[config.mk]
export PLATFORM = sky130hd
export DESIGN_NAME = fms_ctrl
export DESIGN_NICKNAME = d
export VERILOG_FILES = /design/src/rtl/core/frame_mean_stacker_defines.svh /design/src/rtl/core/fms_pkg.sv /design/src/rtl/core/fms_ctrl.sv
export SDC_FILE = /design/constraint.sdc
export NUM_CORES = 1
export LEC_CHECK = 0
export BUFFER_PORTS_ARGS = -buffer_cell sky130_fd_sc_hd__buf_4
export CAP_MARGIN = 30
export CORE_AREA = 2 2 39 41
export DETAILED_ROUTE_END_ITERATION = 8
export DIE_AREA = 0 0 41 43
export PLACE_DENSITY = 0.31
export RECOVER_POWER = 50
export SLEW_MARGIN = 10
export SYNTH_ARGS = -nofsm -noshare
export SYNTH_HDL_FRONTEND = slang
export SYNTH_SLANG_ARGS = --single-unit
export TNS_END_PERCENT = 1
[constraint.sdc]
create_clock -name clk -period 1.2 [get_ports clk]
set_input_delay 0.12 -clock clk [delete_from_list [all_inputs] [get_ports clk]]
set_output_delay 0.12 -clock clk [all_outputs]
set_load 0.05 [all_outputs]
[src/rtl/core/frame_mean_stacker_defines.svh]
// ----------------------------------------------------------------------------
// frame_mean_stacker_defines.svh
// Assertion macros shared by the frame mean stacker.
// ----------------------------------------------------------------------------
`ifndef FRAME_MEAN_STACKER_DEFINES_SVH
`define FRAME_MEAN_STACKER_DEFINES_SVH

// Concurrent check on clk, muted while reset is held
`define FMS_ASSERT(lbl, prop, msg) \
  lbl: assert property (@(posedge clk) disable iff (!rst_n) prop) else $error(msg);

// Concurrent check on clk that also holds during reset
`define FMS_ASSERT_ALWAYS(lbl, prop, msg) \
  lbl: assert property (@(posedge clk) prop) else $error(msg);

`endif

[src/rtl/core/fms_pkg.sv]
// ----------------------------------------------------------------------------
// fms_pkg
// Types and constants of the frame mean stacker.
// ----------------------------------------------------------------------------
`default_nettype none

package fms_pkg;

  localparam int unsigned CH_W    = 8;
  localparam int unsigned SUM_W   = 16;
  localparam int unsigned NFR_W   = 9;
  localparam int unsigned FIDX_W  = 8;
  localparam int unsigned PIXC_W  = 21;
  localparam int unsigned PDATA_W = 32;
  localparam int unsigned PADDR_W = 3;

  localparam logic [7:0] ALPHA_OPAQUE = 8'hff;

  // register decode on paddr[2]
  localparam logic REG_FRAMES = 1'b0;
  localparam logic REG_PIXELS = 1'b1;

  typedef enum logic [1:0] {
    ST_IDLE,
    ST_SUM,
    ST_DIV,
    ST_OUT
  } state_t;

  // controller to datapath
  typedef struct packed {
    logic capture;
    logic clear_cnt;
    logic commit;
  } cmd_t;

  // datapath to controller
  typedef struct packed {
    logic last_frame;
    logic div_done;
  } status_t;

endpackage

`default_nettype wire

[src/rtl/core/fms_ctrl.sv]
// ----------------------------------------------------------------------------
// fms_ctrl
// Controller: sequences capture, accumulate, divide and result handoff.
// ----------------------------------------------------------------------------
`default_nettype none

module fms_ctrl (
  input  wire logic              clk,
  input  wire logic              rst_n,
  input  wire logic              in_valid,
  input  wire logic              in_abandon,
  output logic                   in_ready,
  output logic                   out_valid,
  input  wire logic              out_ready,
  output fms_pkg::cmd_t          cmd,
  input  wire fms_pkg::status_t  status
);
  import fms_pkg::*;

  state_t state_r, state_nxt;

  // next state
  always_comb begin
    state_nxt = state_r;
    case (state_r)
      ST_IDLE: if (in_valid && !in_abandon) state_nxt = ST_SUM;
      ST_SUM:  state_nxt = status.last_frame ? ST_DIV : ST_IDLE;
      ST_DIV:  if (status.div_done) state_nxt = ST_OUT;
      ST_OUT:  if (out_ready) state_nxt = ST_IDLE;
      default: state_nxt = ST_IDLE;
    endcase
  end

  // outputs
  always_comb begin
    in_ready      = 1'b0;
    out_valid     = 1'b0;
    cmd           = '0;
    case (state_r)
      ST_IDLE: begin
        in_ready      = 1'b1;
        cmd.capture   = in_valid && !in_abandon;
        cmd.clear_cnt = in_valid && in_abandon;
      end
      ST_SUM:  cmd.commit = 1'b1;
      ST_DIV:  ;
      ST_OUT:  out_valid = 1'b1;
      default: ;
    endcase
  end

  always_ff @(posedge clk) begin
    if (!rst_n) state_r <= ST_IDLE;
    else        state_r <= state_nxt;
  end

endmodule

`default_nettype wire

==> results.toml, run 1 <==
[run_status]
outcome = "complete, no violations"

[critical_path]
start_kind = "register"
cp_max_fo = 6
r2r_end = "state_r[0]"
cpPeakStageDelay_ns = 0.36
end_kind = "output port"
cp_num_cells = 2
crit_family = "flip-flops"
cp_num_buf_inv = 1
crit_slowest_cell = "dfxtp_4"
r2r_cells = 3
worstPathArrival_ns = 1.07
required_ns = 1.08
r2r_slack_ns = 0.22
crit_type = "register to output port"
path_cells = "nor4b_4, buf_6"

[grt]
antenna_found_initial = 0
grt_max_degree = 8
grt_pass1_wl_microns = 579
first_global_vias = 142
track_usage = 0.0551
overflow = 0

[finish]
final_layout_size_suffix_gt1_frac = 0.852
antenna_cells = 0
nets = 36
fill_cells = 153
multi_input_comb_area_sq_um = 97.6
regArea_sq_um = 47.5
syn_to_final_growth_pct = 138
postLayoutCellArea_sq_um = 285
final_core_util = 0.206

[logic_synthesis]
post_synth_instance_area_sq_um = 120
seq_area_frac_synth = 0.333
syn_inst = 12
synth_area_per_cell_sq_um = 10.0
syn_nets = 19
yosys.area_share.xor_xnor = 0
synthMuxAreaShare = 0
synth_top_area_share = 0.333
yosys.area_share.simple = 0.406
synth_top_area_cell = "dfxtp_1"
ys_warn_count = 0
synth.area.top_cells = "dfxtp_1 (33%), nor4b_2 (13%), a21bo_2 (8.3%)"
synthAdderAreaFrac = 0
ys_seq_elements = 2
synth.distinct_cells = 11
synth_top_family_by_area = "simple AND/OR/NAND/NOR gates"
synth_compound_area_frac = 0.260

[floorplanning]
rows = 14
die-area_sq_um = 1760
num_io_pins = 12
core_sq_um = 1380
die_w_microns = 41
start_util = 0.0868
die_y_microns = 43

[routing]
postRouteWirelength_microns = 354
ant_nets = 0
drt_iter0_markers = 4
vias = 147
viasPerCell = 3.42
dr.pass1.iters = 2
drc = 0
routedWlPerCell_microns = 8.23

[cts]
path_clk_slew_ns = 0.03
clk_latency_ns = 0.22
root_buffer = "clkbuf_4"
htree_num_levels = 1
cts_buffers = 3
clk_path_buf_depth = 2
tritoncts = "yes"
clock-sinks = 2

[power_and_ir_drop]
peakVddDrop_v = 0.000354
p_per_area_nw_per_um2 = 1100
p_leak_nw = 0.129

[timing]
setup_viol = 0
tightest_slew_ns = 0.247
slew_viol_final = 0
fin_tns_setup_ns = 0
period_minus_slack_ns = 1.19
max_freq_mhz = 837
slew_headroom = 0.834
finalClockSkew_ns = 0.00206
fin_crit_sh = 0.995
hold_violations = 0
rsz0062_at_grt = "true"

[run]
cap_violations = 0

[worst_hold_path]
hold_depth = 2
hold_path_startpoint = "rst_n"
hold_path_end = "state_r[0]"
holdCritPathClass = "primary input to register"

[placed_design]
gp_congestion = 0.687
placed_area_sq_um = 240
portBuffers = 11
==> through the flow <==
step,instances,worst slack (ns),hold WS [ns],total power (W)
CTS,43,-0.0203,0.111,0.000326
global placement,39,0.147,0.340,0.000165
global route,43,-0.0443,0.126,0.000342
finish,43,0.00542,0.116,0.000314
floorplan,12,-0.100,0.237,0.000131
detailed placement,39,0.134,0.348,0.000164
==> worst register-to-register path, delay by kind of cell, from the launching register on <==
kind            cells  cell delay (ns)
compound gates      1             0.09
buf+inv             1             0.16
flops               1             0.36
simple gates        1             0.30
==> worst max-delay path by stage <==
stage                          start    endpoint  slack [ns]
final                       register      cmd[2]       0.005
after global routing        register      cmd[2]       -0.04
after CTS                   register      cmd[2]       -0.02
after detailed placement  state_r[0]      cmd[2]        0.13
after global placement      register      cmd[2]        0.15
after floorplan             register  state_r[0]        -0.1
==> where the power goes <==
part           leakage, nW  internal (W)  total [W]  switching [W]
logic               0.0972     0.0000432  0.0000916      0.0000484
clock network       0.0138      0.000110   0.000146      0.0000359
registers           0.0178     0.0000684  0.0000761     0.00000772
total                0.129      0.000222   0.000314      0.0000921
==> cells in the final DEF (no fill, tap or decap) <==
cell type / n
a21boi_0: 1
dfxtp_4: 2
and2_2: 1
nor4b_4: 1
o21ai_0: 1
nand3b_1: 1
a21bo_2: 1
o2bb2ai_1: 1
buf_4: 10
and2b_2: 1
clkbuf_4: 3
and3_2: 1
nor2_4: 1
buf_6: 2
==> area by class of cell <==
type	instances	area share
clock buffer	3	0.0789
multi-input combinational	10	0.342
sequential	2	0.167
tap	16	0.0702
timing repair buffer	12	0.342
==> layer usage <==
layer,part of all wire,global-route usage
met3,0.17,0.0471
met4,0,0.0600
met5,0,0
met2,0.32,0.0469
met1,0.51,0.0703
==> synth_stat cells <==
cell type  instances
o21ai_0            1
a21boi_0           1
and2b_2            1
o2bb2ai_1          1
nor2_1             1
a21bo_2            1
and3_1             1
dfxtp_1            2
and2_2             1
nand3b_1           1
nor4b_2            1
==> what timing repair did <==
item                       4_1_cts  5_1_grt
cloned                           0        0
hold buffers                     0        0
pin swaps                        1        1
setup buffers                    1        0
setup endpoints to repair        4        2
resized for setup                3        3
==> cells by family after synthesis <==
kind of cell | count (synthesis)
flops | 2
simple gates | 6
compound gates | 4
Note: power is estimated with default switching activity, not from simulation.
==> run 2, diff against run 1 <==
CELL_PAD_IN_SITES_DETAIL_PLACEMENT = 0   (was not set)
CELL_PAD_IN_SITES_GLOBAL_PLACEMENT = 1   (was not set)
GPL_ROUTABILITY_DRIVEN = 0   (was not set)
PLACE_DENSITY = 0.4   (was 0.31)
==> results.toml, run 2 (synthesized netlist as in run 1, its figures left out) <==
[grt]
overflow = 0
antenna_found_initial = 0
grt_max_degree = 8
grt_pass1_wl_microns = 552
first_global_vias = 159
track_usage = 0.0511

[critical_path]
crit_family = "flip-flops"
crit_slowest_cell = "dfxtp_2"
path_cells = "nor4b_4, buf_6"
cpPeakStageDelay_ns = 0.35
cp_max_fo = 6
end_kind = "output port"
start_kind = "register"
worstPathArrival_ns = 1.06
cp_num_buf_inv = 1
crit_type = "register to output port"
required_ns = 1.08

[finish]
postLayoutCellArea_sq_um = 279
final_core_util = 0.202
final_common_cell = "buf_4"
antenna_cells = 0
nets = 36
final_layout_size_suffix_gt1_frac = 0.852
layout_common_cells = "buf_4 (11), clkbuf_4 (3)"
syn_to_final_growth_pct = 132

[routing]
vias = 148
routedWlPerCell_microns = 8.44
viasPerCell = 3.44
drt_iter0_markers = 0
drc = 0
postRouteWirelength_microns = 363
dr.pass1.iters = 1
ant_nets = 0

[timing]
finalClockSkew_ns = 0.00165
period_minus_slack_ns = 1.18
hold_violations = 0
slew_viol_final = 0
tightest_slew_ns = 0.235
slew_headroom = 0.843
max_freq_mhz = 849
setup_viol = 0
rsz0062_at_grt = "true"
fin_crit_sh = 0.982

[run]
cap_violations = 0

[cts]
root_buffer = "clkbuf_4"
cts_buffers = 3
clock-sinks = 2
tritoncts = "yes"
clk_latency_ns = 0.22
path_clk_slew_ns = 0.03
htree_num_levels = 1
clk_path_buf_depth = 2

[worst_hold_path]
holdCritPathClass = "primary input to register"

[floorplanning]
die-area_sq_um = 1760
rows = 14
num_io_pins = 12
core_sq_um = 1380
die_y_microns = 43
die_w_microns = 41
start_util = 0.0868

[power_and_ir_drop]
peakVddDrop_v = 0.000400
p_per_area_nw_per_um2 = 1130
p_leak_nw = 0.128

[placed_design]
portBuffers = 11
placed_area_sq_um = 240

[run_status]
outcome = "complete, no violations"
run 2: cell counts in the layout (fill, tap and decap cells not counted):
Identical to the previous run, type by type.
run 2: power breakdown:
group	internal [W]	total, W	switching, W
combinational	0.0000418	0.0000896	0.0000479
clock	0.000110	0.000147	0.0000368
sequential	0.0000699	0.0000774	0.00000756
total	0.000222	0.000314	0.0000922
run 2: repair_timing:
item                       4_1_cts  5_1_grt
setup buffers                    1        0
setup endpoints to repair        4        2
hold buffers                     0        0
pin swaps                        1        1
resized for setup                3        1
hold endpoints to repair         0        0
run 2: final cells by class:
cell class                 instances  area [sq um]
fill                             159          1100
sequential                         2          45.0
tap                               16          20.0
timing repair buffer              12          93.8
multi-input combinational         10          97.6
clock buffer                       3          22.5
run 2: stage by stage:
stage               instances  hold slack [ns]  setup slack (ns)  setup TNS (ns)  total power [W]
finish                     43            0.110            0.0220               0         0.000314
global placement           39            0.340             0.134               0         0.000165
floorplan                  12            0.237            -0.100          -0.100         0.000131
global route               43            0.119           -0.0198         -0.0198         0.000330
CTS                        43            0.103           -0.0135         -0.0135         0.000328
detailed placement         39            0.340             0.130               0         0.000165
run 2: layer usage:
metal / wire length (microns) / global-route usage
met1: 162 / 0.0573
met2: 142 / 0.0563
met3: 59 / 0.0157
met4: 0 / 0.0800
met5: 0 / 0
run 2: path summary, 6_finish.rpt:
path         startpoint          to  slack [ns]  depth (start not counted)
max            register      cmd[2]        0.02                          2
min               rst_n  state_r[0]        0.11                          2
max reg2reg    register  state_r[0]        0.24                          3
min reg2reg  state_r[0]    register        0.57                          2
==> run 3, diff against run 2 <==
ABC_AREA = 1   (was not set)
PLACE_DENSITY = 0.45   (was 0.4)
==> results.toml, run 3 <==
[run_status]
outcome = "complete, no violations"

[critical_path]
start_kind = "register"
path_cells = "inv_2, nand2_2, nor2_1, buf_4"
r2r_slack_ns = 0.41
crit_type = "register to output port"
cpPeakStageDelay_ns = 0.33
worstPathArrival_ns = 1.00
r2r_cells = 4
cp_max_fo = 4
end_kind = "output port"
crit_slowest_cell = "dfxtp_1"
required_ns = 1.08

[timing]
rsz0062_at_grt = "false"
setup_viol = 0
tightest_slew_ns = 0.252
period_minus_slack_ns = 1.12
fin_crit_sh = 0.932
slew_viol_final = 0
hold_violations = 0
hold_ws_ns = 0.154
max_freq_mhz = 894
slew_headroom = 0.833
finalClockSkew_ns = 0.00156

[floorplanning]
rows = 14
core_sq_um = 1380
die-area_sq_um = 1760
start_util = 0.102
die_w_microns = 41
die_y_microns = 43
num_io_pins = 12

[logic_synthesis]
synth.area.top_cells = "dfxtp_1 (28%), nand2_1 (24%), nand3_1 (11%)"
synth_area_per_cell_sq_um = 5.44
syn_inst = 26
synth_top_area_share = 0.283
synth_edf_count = 0
syn_nets = 33
synth_common_cells = "nand2_1 (9), inv_1 (4), nor2_1 (4), nand3_1 (3)"
ys_seq_elements = 2
ys_warn_count = 0
yosys_most_used_dff = "dfxtp_1"
synth_top_area_cell = "dfxtp_1"
async_flop_share = 0
synth.distinct_cells = 8
post_synth_instance_area_sq_um = 141
seq_area_frac_synth = 0.283
synth.most_common_cell = "nand2_1"

[grt]
use_met2 = 0.0844
first_global_vias = 196
overflow = 0
antenna_found_initial = 0
grt_util_met1 = 0.0639
gr-usage-met3 = 0.0314
track_usage = 0.0591
grt_pass1_wl_microns = 696
grt-busiest-layer = "met2"
grt_max_degree = 7

[run]
cap_violations = 0

[cts]
clk_path_buf_depth = 2
post-cts-setup-buffer-count = 0
htree_num_levels = 1
path_clk_slew_ns = 0.03
root_buffer = "clkbuf_4"
cts_buffers = 3
clock-sinks = 2
tritoncts = "yes"
clk_latency_ns = 0.22

[finish]
layout_common_cells = "buf_4 (10), nand2_1 (9), inv_1 (4)"
nets = 49
antenna_cells = 0
layoutNonFillerInstCount = 56
final_layout_size_suffix_gt1_frac = 0.475
syn_to_final_growth_pct = 86.7
regArea_sq_um = 41.3
fill_cells = 169
final_common_cell = "buf_4"
multi_input_comb_area_sq_um = 77.6

[routing]
dr.pass1.iters = 2
postRouteWirelength_microns = 434
viasPerCell = 3.52
routedWlPerCell_microns = 7.75
ant_nets = 0
drc = 0
drt_iter0_markers = 2
vias = 197

[worst_hold_path]
hold_depth = 3
hold_path_startpoint = "rst_n"
holdCritPathClass = "primary input to register"

[placed_design]
place_inst = 53
hpwl_microns = 352
portBuffers = 11

[power_and_ir_drop]
total_power_w = 0.000461
p_per_area_nw_per_um2 = 1740
peakVddDrop_v = 0.000536
p_leak_nw = 0.158
## run 3: worst max-delay path by stage
stage          startpoint  endpoint
5_1_grt          register    cmd[1]
3_3_place_gp   state_r[0]    cmd[0]
2_1_floorplan  state_r[0]    cmd[1]
4_1_cts        state_r[0]    cmd[0]
3_5_place_dp   state_r[0]    cmd[0]
6_report         register    cmd[2]
## run 3: critical path: cells and delay by family, from the launching register on
kind / cells / cell delay [ns]
flops: 1 / 0.33
buf+inv: 2 / 0.28
simple gates: 2 / 0.16
## run 3: cell type report
class	instances	area share
Timing Repair Buffer	11	0.303
Clock buffer	3	0.0853
Inverter	6	0.0853
Tap cell	16	0.0758
Multi-Input combinational cell	18	0.294
Sequential cell	2	0.156
## run 3: metrics by stage
| stage | utilization | setup TNS [ns] | area [sq um] | worst slack (ns) |
|---|---|---|---|---|
| 2_1_floorplan | - | -0.0644 | 144 | -0.0322 |
| 3_3_place_gp | 0.178 | 0 | 246 | 0.276 |
| 3_5_place_dp | 0.178 | 0 | 246 | 0.264 |
| 4_1_cts | 0.194 | 0 | 269 | 0.0182 |
| 5_1_grt | 0.191 | 0 | 264 | 0.0221 |
| 6_report | 0.191 | 0 | 264 | 0.0815 |
## run 3: per-layer routing
metal | vias to the layer above | part of all wire
met5 | - | 0
met4 | 0 | 0
met3 | 0 | 0.11
met2 | 7 | 0.50
met1 | 83 | 0.39
li1 | 107 | -
## run 3: logic make-up (layout without fill, tap and decap cells)
family	after synthesis	in the layout	share of synthesized area
flip-flops	2	2	0.283
buffers and inverters	6	20	0.159
AO/OA/AOI/OAI	1	1	0.0620
AND/OR/NAND/NOR	17	17	0.496
## run 3: what timing repair did
action,in CTS,in global routing
gates resized for setup,0,1
hold buffers,0,0
endpoints found under the setup margin,0,3
## run 3: report_power, final
| group | total, W | switching (W) | internal, W |
|---|---|---|---|
| Combinational | 0.000215 | 0.000149 | 0.0000659 |
| Sequential | 0.0000983 | 0.0000178 | 0.0000804 |
| Clock | 0.000147 | 0.0000370 | 0.000110 |
